[src/design/lwc_pkg.sv]
// Shared types, constants and the word table for the lexical word classifier.
// No dependencies; imported by every module of the block.
`timescale 1ns / 1ps

package lwc_pkg;

   // Word length counter saturates here; the reported length saturates at 255.
   localparam int unsigned LENGTH_MAX = 255;
   localparam int unsigned LEN_CNT_W  = $clog2(LENGTH_MAX + 1);
   localparam int unsigned LEN_CALC_W = (LEN_CNT_W > 9) ? LEN_CNT_W : 9;

   localparam int unsigned TBL_ENTRIES = 17;
   localparam int unsigned TBL_IDX_W   = $clog2(TBL_ENTRIES);

   typedef enum logic [2:0] {
      CLASS_RESERVED   = 3'd0,
      CLASS_OPERATOR   = 3'd1,
      CLASS_SPECIAL    = 3'd2,
      CLASS_IDENTIFIER = 3'd3,
      CLASS_NUMBER     = 3'd4,
      CLASS_INVALID    = 3'd5
   } word_class_type;

   // text holds byte n at bits [8n+7:8n]; unused bytes are zero
   typedef struct packed {
      logic [63:0]    text;
      logic [2:0]     len;
      word_class_type cls;
   } entry_type;

   typedef struct packed {
      logic           valid;
      word_class_type cls;
      logic [7:0]     length;
   } result_type;

   function automatic entry_type tbl_entry(input logic [TBL_IDX_W-1:0] idx);
      entry_type e;
      case (idx)
         5'd0:    e = '{text: 64'h0000_003E_3E6E_6963, len: 3'd5, cls: CLASS_RESERVED};
         5'd1:    e = '{text: 64'h0000_0000_0072_6F66, len: 3'd3, cls: CLASS_RESERVED};
         5'd2:    e = '{text: 64'h0000_0000_0074_6E69, len: 3'd3, cls: CLASS_RESERVED};
         5'd3:    e = '{text: 64'h0000_3C3C_7475_6F63, len: 3'd6, cls: CLASS_RESERVED};
         5'd4:    e = '{text: 64'h0000_0000_0000_002B, len: 3'd1, cls: CLASS_OPERATOR};
         5'd5:    e = '{text: 64'h0000_0000_0000_002D, len: 3'd1, cls: CLASS_OPERATOR};
         5'd6:    e = '{text: 64'h0000_0000_0000_002A, len: 3'd1, cls: CLASS_OPERATOR};
         5'd7:    e = '{text: 64'h0000_0000_0000_002F, len: 3'd1, cls: CLASS_OPERATOR};
         5'd8:    e = '{text: 64'h0000_0000_0000_2B2B, len: 3'd2, cls: CLASS_OPERATOR};
         5'd9:    e = '{text: 64'h0000_0000_0000_2D2D, len: 3'd2, cls: CLASS_OPERATOR};
         5'd10:   e = '{text: 64'h0000_0000_0000_003C, len: 3'd1, cls: CLASS_SPECIAL};
         5'd11:   e = '{text: 64'h0000_0000_0000_003D, len: 3'd1, cls: CLASS_SPECIAL};
         5'd12:   e = '{text: 64'h0000_0000_0000_003B, len: 3'd1, cls: CLASS_SPECIAL};
         5'd13:   e = '{text: 64'h0000_0000_0000_0028, len: 3'd1, cls: CLASS_SPECIAL};
         5'd14:   e = '{text: 64'h0000_0000_0000_0029, len: 3'd1, cls: CLASS_SPECIAL};
         5'd15:   e = '{text: 64'h0000_0000_0000_3D3C, len: 3'd2, cls: CLASS_SPECIAL};
         5'd16:   e = '{text: 64'h0000_0000_0000_002C, len: 3'd1, cls: CLASS_SPECIAL};
         default: e = '{text: 64'h0, len: 3'd0, cls: CLASS_INVALID};
      endcase
      return e;
   endfunction

endpackage

[src/design/lwc_scan.sv]
// Per-character word state (table candidates, identifier and number checks,
// length) and the classification of a word when it closes. Uses lwc_pkg.
`timescale 1ns / 1ps

module lwc_scan (
   input  logic               clock,
   input  logic               reset,
   input  logic               take,
   input  logic [7:0]         ch,
   input  logic               end_of_input,
   output lwc_pkg::result_type result
);
   import lwc_pkg::*;

   typedef enum logic [1:0] {
      PH_START  = 2'd0,
      PH_SIGN   = 2'd1,
      PH_DIGITS = 2'd2,
      PH_FAILED = 2'd3
   } phase_type;

   logic                   in_word_ff,  in_word_in;
   logic [TBL_ENTRIES-1:0] cand_ff,     cand_in;
   logic [2:0]             pos_ff,      pos_in;
   logic                   ident_ff,    ident_in;
   phase_type              phase_ff,    phase_in;
   logic [LEN_CNT_W-1:0]   len_ff,      len_in;

   logic                   is_space, is_digit, is_start, closing, found;
   word_class_type         cls;
   entry_type              e;
   logic [LEN_CALC_W-1:0]  len_ext;

   always_comb begin
      is_space = (ch == 8'h20) || (ch >= 8'h09 && ch <= 8'h0D);
      is_digit = (ch >= 8'h30 && ch <= 8'h39);
      is_start = (ch >= 8'h41 && ch <= 8'h5A) || (ch >= 8'h61 && ch <= 8'h7A) ||
                 (ch == 8'h5F);
      closing  = end_of_input || is_space;

      // a candidate survives only while its text still matches at this position
      for (int i = 0; i < TBL_ENTRIES; i++) begin
         e = tbl_entry(TBL_IDX_W'(i));
         cand_in[i] = cand_ff[i] && (pos_ff < e.len) &&
                      (e.text[{pos_ff, 3'b000} +: 8] == ch);
      end
      pos_in = (pos_ff == 3'd7) ? pos_ff : pos_ff + 3'd1;

      ident_in = in_word_ff ? (ident_ff && (is_start || is_digit)) : is_start;

      case (phase_ff)
         PH_START: begin
            if (is_digit)
               phase_in = PH_DIGITS;
            else if (ch == 8'h2B || ch == 8'h2D)
               phase_in = PH_SIGN;
            else
               phase_in = PH_FAILED;
         end
         PH_SIGN, PH_DIGITS: phase_in = is_digit ? PH_DIGITS : PH_FAILED;
         default: phase_in = PH_FAILED;
      endcase

      len_in = (len_ff < LEN_CNT_W'(LENGTH_MAX)) ? len_ff + LEN_CNT_W'(1) : len_ff;
      in_word_in = 1'b1;

      // lowest table index wins: scan downward, last hit stays
      found = 1'b0;
      cls   = CLASS_INVALID;
      for (int i = TBL_ENTRIES - 1; i >= 0; i--) begin
         e = tbl_entry(TBL_IDX_W'(i));
         if (cand_ff[i] && (e.len == pos_ff)) begin
            found = 1'b1;
            cls   = e.cls;
         end
      end
      if (!found) begin
         if (ident_ff)
            cls = CLASS_IDENTIFIER;
         else if (phase_ff == PH_DIGITS)
            cls = CLASS_NUMBER;
      end

      len_ext       = LEN_CALC_W'(len_ff);
      result.valid  = take && closing && in_word_ff;
      result.cls    = cls;
      result.length = (len_ext > LEN_CALC_W'(255)) ? 8'd255 : len_ext[7:0];
   end

   always_ff @(posedge clock) begin
      if (reset || (take && closing)) begin
         in_word_ff <= 1'b0;
         cand_ff    <= '1;
         pos_ff     <= 3'd0;
         ident_ff   <= 1'b1;
         phase_ff   <= PH_START;
         len_ff     <= '0;
      end else if (take) begin
         in_word_ff <= in_word_in;
         cand_ff    <= cand_in;
         pos_ff     <= pos_in;
         ident_ff   <= ident_in;
         phase_ff   <= phase_in;
         len_ff     <= len_in;
      end
   end

endmodule

[src/design/lwc_out_buf.sv]
// Two-entry result buffer: output register plus skid entry, so the input
// side keeps moving while a result waits. Uses lwc_pkg.
`timescale 1ns / 1ps

module lwc_out_buf (
   input  logic                clock,
   input  logic                reset,
   input  lwc_pkg::result_type push,
   output logic                has_room,
   output logic                out_valid,
   input  logic                out_ready,
   output lwc_pkg::result_type out_data
);
   import lwc_pkg::*;

   logic       main_v_ff, skid_v_ff;
   result_type main_ff,   skid_ff;
   logic       pop;

   assign pop       = main_v_ff && out_ready;
   assign has_room  = !skid_v_ff;
   assign out_valid = main_v_ff;
   assign out_data  = main_ff;

   always_ff @(posedge clock) begin
      if (reset) begin
         main_v_ff <= 1'b0;
         skid_v_ff <= 1'b0;
      end else if (!main_v_ff || pop) begin
         if (skid_v_ff) begin
            main_v_ff <= 1'b1;
            main_ff   <= skid_ff;
            skid_v_ff <= 1'b0;   // no push possible while skid was full
         end else begin
            main_v_ff <= push.valid;
            main_ff   <= push;
         end
      end else if (push.valid) begin
         skid_v_ff <= 1'b1;
         skid_ff   <= push;
      end
   end

endmodule

[src/design/lexical_word_classifier.sv]
// Lexical word classifier top level: word scanner and result buffer.
// Depends on lwc_pkg, lwc_scan, lwc_out_buf.
//
//   channel | ports                              | role
//   --------+------------------------------------+-------------------------
//   req     | req_valid/ready, ch, end_of_input  | one character per item
//   rsp     | rsp_valid/ready, word_class/length | one item per closed word
//
// One character is taken per cycle while req_ready is high; the word state
// updates on acceptance and a closing character's result enters the buffer.
// Synchronous reset clears the word state and empties the result buffer.
// A two-entry result buffer lets input continue while one result waits;
// req_ready drops only when both entries hold results.
`timescale 1ns / 1ps

module lexical_word_classifier (
   input  logic       clock,
   input  logic       reset,
   input  logic       req_valid,
   output logic       req_ready,
   input  logic [7:0] req_ch,
   input  logic       req_end_of_input,
   output logic       rsp_valid,
   input  logic       rsp_ready,
   output logic [2:0] rsp_word_class,
   output logic [7:0] rsp_word_length
);
   import lwc_pkg::*;

   logic       take;
   result_type scan_result, out_data;

   assign take = req_valid && req_ready;

   lwc_scan u_scan (
      .clock        (clock),
      .reset        (reset),
      .take         (take),
      .ch           (req_ch),
      .end_of_input (req_end_of_input),
      .result       (scan_result)
   );

   lwc_out_buf u_out_buf (
      .clock     (clock),
      .reset     (reset),
      .push      (scan_result),
      .has_room  (req_ready),
      .out_valid (rsp_valid),
      .out_ready (rsp_ready),
      .out_data  (out_data)
   );

   assign rsp_word_class  = out_data.cls;
   assign rsp_word_length = out_data.length;

endmodule

[config.mk]
export PLATFORM = sky130hd
export DESIGN_NAME = lexical_word_classifier
export DESIGN_NICKNAME = d
export VERILOG_FILES = /design/src/design/lwc_pkg.sv /design/src/design/lwc_scan.sv /design/src/design/lwc_out_buf.sv /design/src/design/lexical_word_classifier.sv
export SDC_FILE = /design/constraint.sdc
export NUM_CORES = 1
export LEC_CHECK = 0
export BUFFER_PORTS_ARGS = -buffer_cell sky130_fd_sc_hd__clkbuf_2
export CAP_MARGIN = 15
export CORE_MARGIN = 1
export CORE_UTILIZATION = 40
export CTS_CLUSTER_SIZE = 8
export DETAILED_ROUTE_END_ITERATION = 12
export SYNTH_ARGS = -nofsm -noshare
export SYNTH_HDL_FRONTEND = slang
export SYNTH_SLANG_ARGS = --single-unit
export TNS_END_PERCENT = 100
[constraint.sdc]
create_clock -name clock -period 7.4 [get_ports clock]
set_input_delay 0 -clock clock [delete_from_list [all_inputs] [get_ports clock]]
set_output_delay 0 -clock clock [all_outputs]
set_load 0.01 [all_outputs]
## Word level (Yosys, flattened, before mapping)

Index checks and enable logic that the tools add are counted.

| word-level totals | value |
|---|---|
| register bits | 56 |
| bits of input ports | 13 |
| output and inout port bits | 13 |
| word-level logic and storage cells | 198 |

| operators by class | value |
|---|---|
| add/subtract/negate cells | 2 |
| magnitude comparators | 14 |
| equal/unequal tests | 29 |
| shift operators | 17 |
| multiplexer cells | 44 |
| bitwise logic cells | 3 |
| reduce and logical (&&, ||, !) cells | 77 |

Operators by type and width:

| cell | number |
|---|---|
| indexed part select 64 x 7 -> 8 bit (first input constant) | 17 |
| == test 8 bit | 17 |
| logical AND 1 bit | 60 |
| two-way mux 3 bit | 20 |
| == test 8 x 6 -> 1 bit (second input constant) | 3 |
| two-way mux 1 bit | 20 |
| >= comparator 8 x 7 -> 1 bit (second input constant) | 2 |
| <= comparator 8 x 7 -> 1 bit (second input constant) | 2 |
| two-way mux 11 bit | 1 |
| adder 8 x 1 -> 8 bit (second input constant) | 1 |
| == test 8 x 7 -> 1 bit (second input constant) | 1 |
| >= comparator 8 x 4 -> 1 bit (second input constant) | 1 |
| >= comparator 8 x 6 -> 1 bit (second input constant) | 1 |
| <= comparator 8 x 4 -> 1 bit (second input constant) | 1 |
| <= comparator 8 x 6 -> 1 bit (second input constant) | 1 |
| logical OR 1 bit | 8 |
| less-than comparator 8 bit (second input constant) | 1 |
| == test 2 x 3 -> 1 bit (first input constant) | 2 |
| == test 3 bit (first input constant) | 2 |
| less-than comparator 3 x 2 -> 1 bit (second input constant) | 2 |
| less-than comparator 3 bit (second input constant) | 2 |
| AND reduction 2 bit | 3 |
| two-way mux 2 bit | 2 |
| one-hot mux 2 bit (2 select lines) | 1 |
| 11 further kinds | 15 |

## Depth between registers and ports, before layout

| logic depth | value |
|---|---|
| depth after elaboration | 23 |
| mapped depth | 9 |
| mapped depth without buffers | 8 |

## Cells and area by module

A second synthesis with hierarchy kept.

| unflattened totals | value |
|---|---|
| cell total of the unflattened synthesis | 341 |
| area total of the unflattened synthesis | 3,315.7 µm² |

By module, submodules not included:

| module | times used | cells each | area an instance (µm²) | sequential area each (µm²) |
|---|---|---|---|---|
| lwc_scan | 1 | 295 | 2,359.8 | 640.6 |
| lwc_out_buf | 1 | 45 | 949.7 | 730.7 |
| lexical_word_classifier | 1 | 1 | 6.3 | 0.0 |

## Worst setup path before layout

Ideal clock, no wire load.

| path | value |
|---|---|
| kind | in2reg |
| start point | in req_ch[6] |
| end point | reg u_out_buf.skid_ff[0] in the netlist's numbering, enable pin |
| library setup time | 0.408 ns |
| arrival time | 2.199 ns |
| required time | 6.992 ns |
| setup slack | 4.793 ns |
| cell stages on the path | 5 |
| buffers on the path | 1 |
| cell sequence | buf_2 > or3_1 > nor4_4 > nor3_1 > nor4_1 |

| on the way | value |
|---|---|
| longest elaborated chain between the ends | 7 |
| elaborated cells between the ends (all ways) | 9 |
| classes of those cells | 2 x order compare; 1 x eq/ne; 6 x reduce/logical |

RTL lines:

| what | RTL line | text |
|---|---|---|
| start: declaration | lexical_word_classifier.sv:21 | `input logic [7:0] req_ch,` |
| >= comparator 8 x 4 -> 1 bit / <= comparator 8 x 4 -> 1 bit (equally long branches) | lwc_scan.sv:35 | `is_space = (ch == 8'h20) \|\| (ch >= 8'h09 && ch <= 8'h0D);` |
| logical AND 1 bit | lwc_scan.sv:35 |  |
| logical OR 1 bit * | lwc_scan.sv:35 |  |
| logical OR 1 bit * | lwc_scan.sv:39 | `closing = end_of_input \|\| is_space;` |
| logical AND 1 bit * (2 in a row) | lwc_scan.sv:85 | `result.valid = take && closing && in_word_ff;` |
| AND reduction 3 bit (no line) * | - |  |
| end signal: assignment | lwc_out_buf.sv:40 | `skid_ff <= push;` |
| end: declaration | lwc_out_buf.sv:17 | `result_type main_ff, skid_ff;` |

Every way passes the cells marked *; elsewhere a longest branch is shown, timed or not.
A chain may end at the register's enable or synchronous reset.

## Worst setup path after layout

| path | value |
|---|---|
| start point | reg u_out_buf.skid_v_ff |
| end point | reg u_out_buf.skid_ff[6] in the netlist's numbering, enable pin |

| on the way | value |
|---|---|
| longest elaborated chain between the ends | 5 |

RTL lines:

| what | RTL line | text |
|---|---|---|
| start: declaration | lwc_out_buf.sv:16 | `logic main_v_ff, skid_v_ff;` |
| start signal: assignment | lwc_out_buf.sv:28 | `skid_v_ff <= 1'b0;` |
| start signal: assignment | lwc_out_buf.sv:33 | `skid_v_ff <= 1'b0;` |
| start signal: assignment | lwc_out_buf.sv:39 | `skid_v_ff <= 1'b1;` |
| zero test 1 bit | lwc_out_buf.sv:21 | `assign has_room = !skid_v_ff;` |
| logical AND 1 bit | lexical_word_classifier.sv:33 | `assign take = req_valid && req_ready;` |
| logical AND 1 bit (2 in a row) | lwc_scan.sv:85 |  |
| AND reduction 3 bit (no line) | - |  |

Every way passes these cells.

==> impl_metrics.xml <==
<?xml version="1.0" encoding="UTF-8"?>
<metrics>
  <group name="global_routing">
    <metric name="first_pass_grt_wire_length" unit="mm">12.1</metric>
    <metric name="overflow_after_grt" unit="">0</metric>
    <metric name="maximum_number_of_pins_on_one_net_before_global_route_repair" unit="">24</metric>
    <metric name="first_global_vias" unit="">2407</metric>
    <metric name="antenna_found_initial" unit="">0</metric>
    <metric name="grt_util_all_layers" unit="">0.182</metric>
  </group>
  <group name="floorplanning">
    <metric name="floorplan.die.height" unit="microns">92.3</metric>
    <metric name="rows" unit="">32</metric>
    <metric name="design.core.area" unit="sq mm">0.00781</metric>
    <metric name="die_area" unit="sq mm">0.00852</metric>
    <metric name="start_util" unit="">0.418</metric>
    <metric name="die_width" unit="microns">92.3</metric>
    <metric name="num_io_pins" unit="">26</metric>
  </group>
  <group name="synthesis">
    <metric name="postSynth.topFlopCell" unit="">dfxtp_1</metric>
    <metric name="synth_enable_flop_cells" unit="">22</metric>
    <metric name="synth_cell_types" unit="">57</metric>
    <metric name="synth_fp_nets" unit="">390</metric>
    <metric name="ys_top_cells_by_count" unit="">dfxtp_1 (34), nor2_1 (31), nand2_1 (29)</metric>
    <metric name="post-synth-top-count-cell" unit="">dfxtp_1</metric>
    <metric name="synthCells" unit="">360</metric>
    <metric name="proportion_of_netlist_area_held_by_the_largest_area_contributor" unit="">0.209</metric>
    <metric name="leading_post_synthesis_cells_by_cell_area" unit="">dfxtp_1 (21%), edfxtp_1 (20%), ha_1 (6.5%)</metric>
    <metric name="asyncSetResetFlopFracSynth" unit="">0</metric>
    <metric name="synthesized_area_per_cell" unit="sq um">9.06</metric>
    <metric name="mappedNetlistArea" unit="sq mm">0.00326</metric>
    <metric name="yosys.area.top_type" unit="">dfxtp_1</metric>
    <metric name="synth.yosys.warnings" unit="">0</metric>
    <metric name="seq_area_frac_synth" unit="">0.411</metric>
    <metric name="ys_ff_latch" unit="">56</metric>
  </group>
  <group name="power_and_ir_drop">
    <metric name="finalPower" unit="mW">0.596</metric>
    <metric name="pwr-share-comb" unit="">0.144</metric>
    <metric name="clkPwrFrac" unit="">0.284</metric>
    <metric name="power_switching_share" unit="">0.276</metric>
    <metric name="relative_contribution_of_sequential_cells_to_total_power" unit="">0.573</metric>
    <metric name="power_leakage" unit="nW">1.33</metric>
    <metric name="power.density" unit="mW/mm^2">168</metric>
    <metric name="switchingPower" unit="mW">0.164</metric>
    <metric name="ir_drop" unit="V">0.0000699</metric>
    <metric name="internal_power" unit="mW">0.432</metric>
  </group>
  <group name="clock_tree">
    <metric name="cts_htree_levels" unit="">2</metric>
    <metric name="path_clk_slew" unit="ns">0.10</metric>
    <metric name="number_of_sinks_driven_by_the_clock_tree" unit="">56</metric>
    <metric name="tritoncts" unit="">done</metric>
    <metric name="cts-root-buf" unit="">clkbuf_8</metric>
    <metric name="number_of_buffers_added_for_setup_after_cts" unit="">0</metric>
    <metric name="clock_insertion_delay_worst_skew" unit="ns">0.31</metric>
    <metric name="post_cts.resized_instances" unit="">0</metric>
    <metric name="ctsHoldBuffers" unit="">0</metric>
    <metric name="clockBufferDepth" unit="">2</metric>
    <metric name="tritoncts_buffers" unit="">5</metric>
  </group>
  <group name="layout">
    <metric name="final_cell_area" unit="sq mm">0.00354</metric>
    <metric name="antenna-diode-count" unit="">0</metric>
    <metric name="num-nets-final" unit="">404</metric>
    <metric name="area_delta_synth_final" unit="%">8.44</metric>
    <metric name="share_of_cells_above_drive_strength_1" unit="">0.131</metric>
  </group>
  <group name="setup_path">
    <metric name="cp_slowest_stage_delay" unit="ns">0.81</metric>
    <metric name="worstPathBufferInverterCount" unit="">1</metric>
    <metric name="timing.critical_path.cells" unit="">nor2b_1, nand2_1, nor4_2, buf_4</metric>
    <metric name="r2r_end" unit="">u_out_buf.skid_ff[6]</metric>
    <metric name="critical_path_required" unit="ns">7.43</metric>
    <metric name="setup.reg_to_reg.worst_slack" unit="ns">4.80</metric>
    <metric name="top_fanout_value_on_the_critical_path" unit="">15</metric>
    <metric name="worst_r2r_startpoint" unit="">u_out_buf.skid_v_ff</metric>
    <metric name="arrival" unit="ns">2.63</metric>
    <metric name="worst-setup-path-type" unit="">reg -&gt; reg</metric>
    <metric name="timing.critical_path.from_type" unit="">flop</metric>
    <metric name="critical_path.endpoint_type" unit="">flop</metric>
    <metric name="worst_path_dominant_cell_family" unit="">simple AND/OR/NAND/NOR gates</metric>
    <metric name="slowest_stage" unit="">nor2b_1</metric>
    <metric name="critical_path_depth" unit="">4</metric>
    <metric name="reg2reg_path_depth" unit="">4</metric>
  </group>
  <group name="detailed_routing">
    <metric name="drt_pre_antenna_iters" unit="">4</metric>
    <metric name="detail_route.wirelength" unit="mm">7.41</metric>
    <metric name="drc_errors" unit="">0</metric>
    <metric name="final_antenna_net_count" unit="">0</metric>
    <metric name="drt_iter0_markers" unit="">238</metric>
    <metric name="route.vias.total" unit="">2677</metric>
    <metric name="vias_per_inst" unit="">5.61</metric>
    <metric name="avgRoutedWirePerCell" unit="microns">15.5</metric>
  </group>
  <group name="placement">
    <metric name="dpl_cell_area" unit="sq mm">0.00344</metric>
    <metric name="gp_congestion" unit="">0.859</metric>
    <metric name="post_detail_place_hpwl" unit="mm">5.35</metric>
    <metric name="placement.io_buffers" unit="">25</metric>
  </group>
  <group name="run">
    <metric name="max_cap_violation_count" unit="">0</metric>
  </group>
  <group name="timing">
    <metric name="maxClockFrequency" unit="MHz">385</metric>
    <metric name="timing.final.max_slew_violations" unit="">0</metric>
    <metric name="finalWorstPathRequiredPeriod" unit="ns">2.60</metric>
    <metric name="timing_worst_slew_pin_value" unit="ns">0.947</metric>
    <metric name="timing.hold.ws" unit="ns">0.0843</metric>
    <metric name="finalCritPeriodShare" unit="">0.351</metric>
    <metric name="finClkSkew" unit="ns">0.00533</metric>
    <metric name="unrepaired_setup_endpoints_after_global_routing" unit="">false</metric>
    <metric name="final.setup.tns" unit="ns">0</metric>
    <metric name="finalSetupViolCount" unit="">0</metric>
    <metric name="finalHoldViolations" unit="">0</metric>
    <metric name="max-slew-margin-rel" unit="">0.368</metric>
  </group>
  <group name="hold_path">
    <metric name="holdPathStages" unit="">2</metric>
    <metric name="hold_path_startpoint" unit="">reset</metric>
    <metric name="capture_endpoint_of_the_worst_hold_path" unit="">u_scan.phase_ff[1]</metric>
    <metric name="hp-class" unit="">in -&gt; reg</metric>
  </group>
  <group name="status">
    <metric name="outcome" unit="">finished clean</metric>
  </group>
</metrics>
## metrics by stage
step / utilization / worst slack [ns] / instances
floorplan: - / 4.79 / 360
global placement: 0.441 / 4.62 / 468
detailed placement: 0.441 / 4.53 / 468
CTS: 0.452 / 4.60 / 476
global route: 0.453 / 4.56 / 477
finish: 0.453 / 4.80 / 477
## power by group through the flow
stage	combinational [mW]	sequential [mW]	clock, mW
floorplan	0.0621	0.347	0
global placement	0.0839	0.348	0
detailed placement	0.0849	0.348	0
CTS	0.0852	0.341	0.176
global route	0.0952	0.343	0.187
finish	0.0856	0.341	0.169
## cell type report
| class | count | area [sq um] |
|---|---|---|
| Clock buffer | 5 | 68.8 |
| Clock inverter | 3 | 21.3 |
| Fill cell | 784 | 4270 |
| Inverter | 20 | 75.1 |
| Multi-Input combinational cell | 264 | 1760 |
| Sequential cell | 56 | 1340 |
| Tap cell | 102 | 128 |
| Timing Repair Buffer | 27 | 140 |
## per-layer routing
| layer | GRT usage | up-vias | wire length (microns) |
|---|---|---|---|
| met3 | 0.0304 | 6 | 282 |
| met2 | 0.274 | 56 | 3270 |
| met4 | 0.0417 | 0 | 80 |
| met5 | 0 | - | 0 |
| met1 | 0.270 | 1295 | 3780 |
| li1 | - | 1320 | - |
## kinds of logic (layout without fill, tap and decap cells)
| kind of cell | Yosys count | in the layout | synth area share |
|---|---|---|---|
| AND/OR/NAND/NOR | 131 | 131 | 0.208 |
| XOR/XNOR | 26 | 26 | 0.0698 |
| multiplexers | 12 | 12 | 0.0399 |
| adder cells (fa/ha/maj) | 17 | 17 | 0.0652 |
| flip-flops | 56 | 56 | 0.411 |
| buffers and inverters | 40 | 55 | 0.0502 |
| AO/OA/AOI/OAI | 78 | 78 | 0.156 |
## how the worst max path moves through the flow
stage	startpoint	endpoint	slack [ns]
3_3_place_gp	req_ch[2]	u_out_buf.skid_ff[5]	4.62
3_5_place_dp	req_ch[2]	u_out_buf.skid_ff[2]	4.53
2_1_floorplan	req_ch[6]	u_out_buf.skid_ff[0]	4.79
5_1_grt	u_out_buf.skid_v_ff	u_out_buf.skid_ff[6]	4.56
4_1_cts	u_out_buf.skid_v_ff	u_out_buf.skid_ff[8]	4.60
6_report	u_out_buf.skid_v_ff	u_out_buf.skid_ff[6]	4.80
## cells in the final DEF (no fill, tap or decap), drive strengths merged, types with 4 or more instances in the layout
cell type | synthesis | layout
ha | 17 | 17
inv | 20 | 21
and3 | 6 | 6
a21oi | 15 | 15
nand4 | 5 | 5
nor4 | 8 | 8
edfxtp | 22 | 22
mux2i | 4 | 4
nand2b | 4 | 4
clkbuf | 12 | 30
nand3 | 11 | 11
xnor2 | 18 | 18
o21ai | 26 | 26
nand2 | 29 | 29
dfxtp | 34 | 34
or3 | 5 | 5
mux2 | 8 | 8
xor2 | 8 | 8
nor2 | 31 | 31
a31oi | 5 | 5
nor3 | 14 | 14
o211ai | 6 | 6
## sequential cells by signal (all words and copies together) (netlist names)
name                 flops
u_out_buf.skid_ff       11
u_out_buf.out_data      11
u_out_buf.out_valid      1
u_scan.pos_ff            3
u_scan.cand_ff          17
u_scan.in_word_ff        1
u_scan.ident_ff          1
u_scan.len_ff            8
u_scan.phase_ff          2
u_out_buf.skid_v_ff      1
Note: power is estimated with default switching activity, not from simulation.
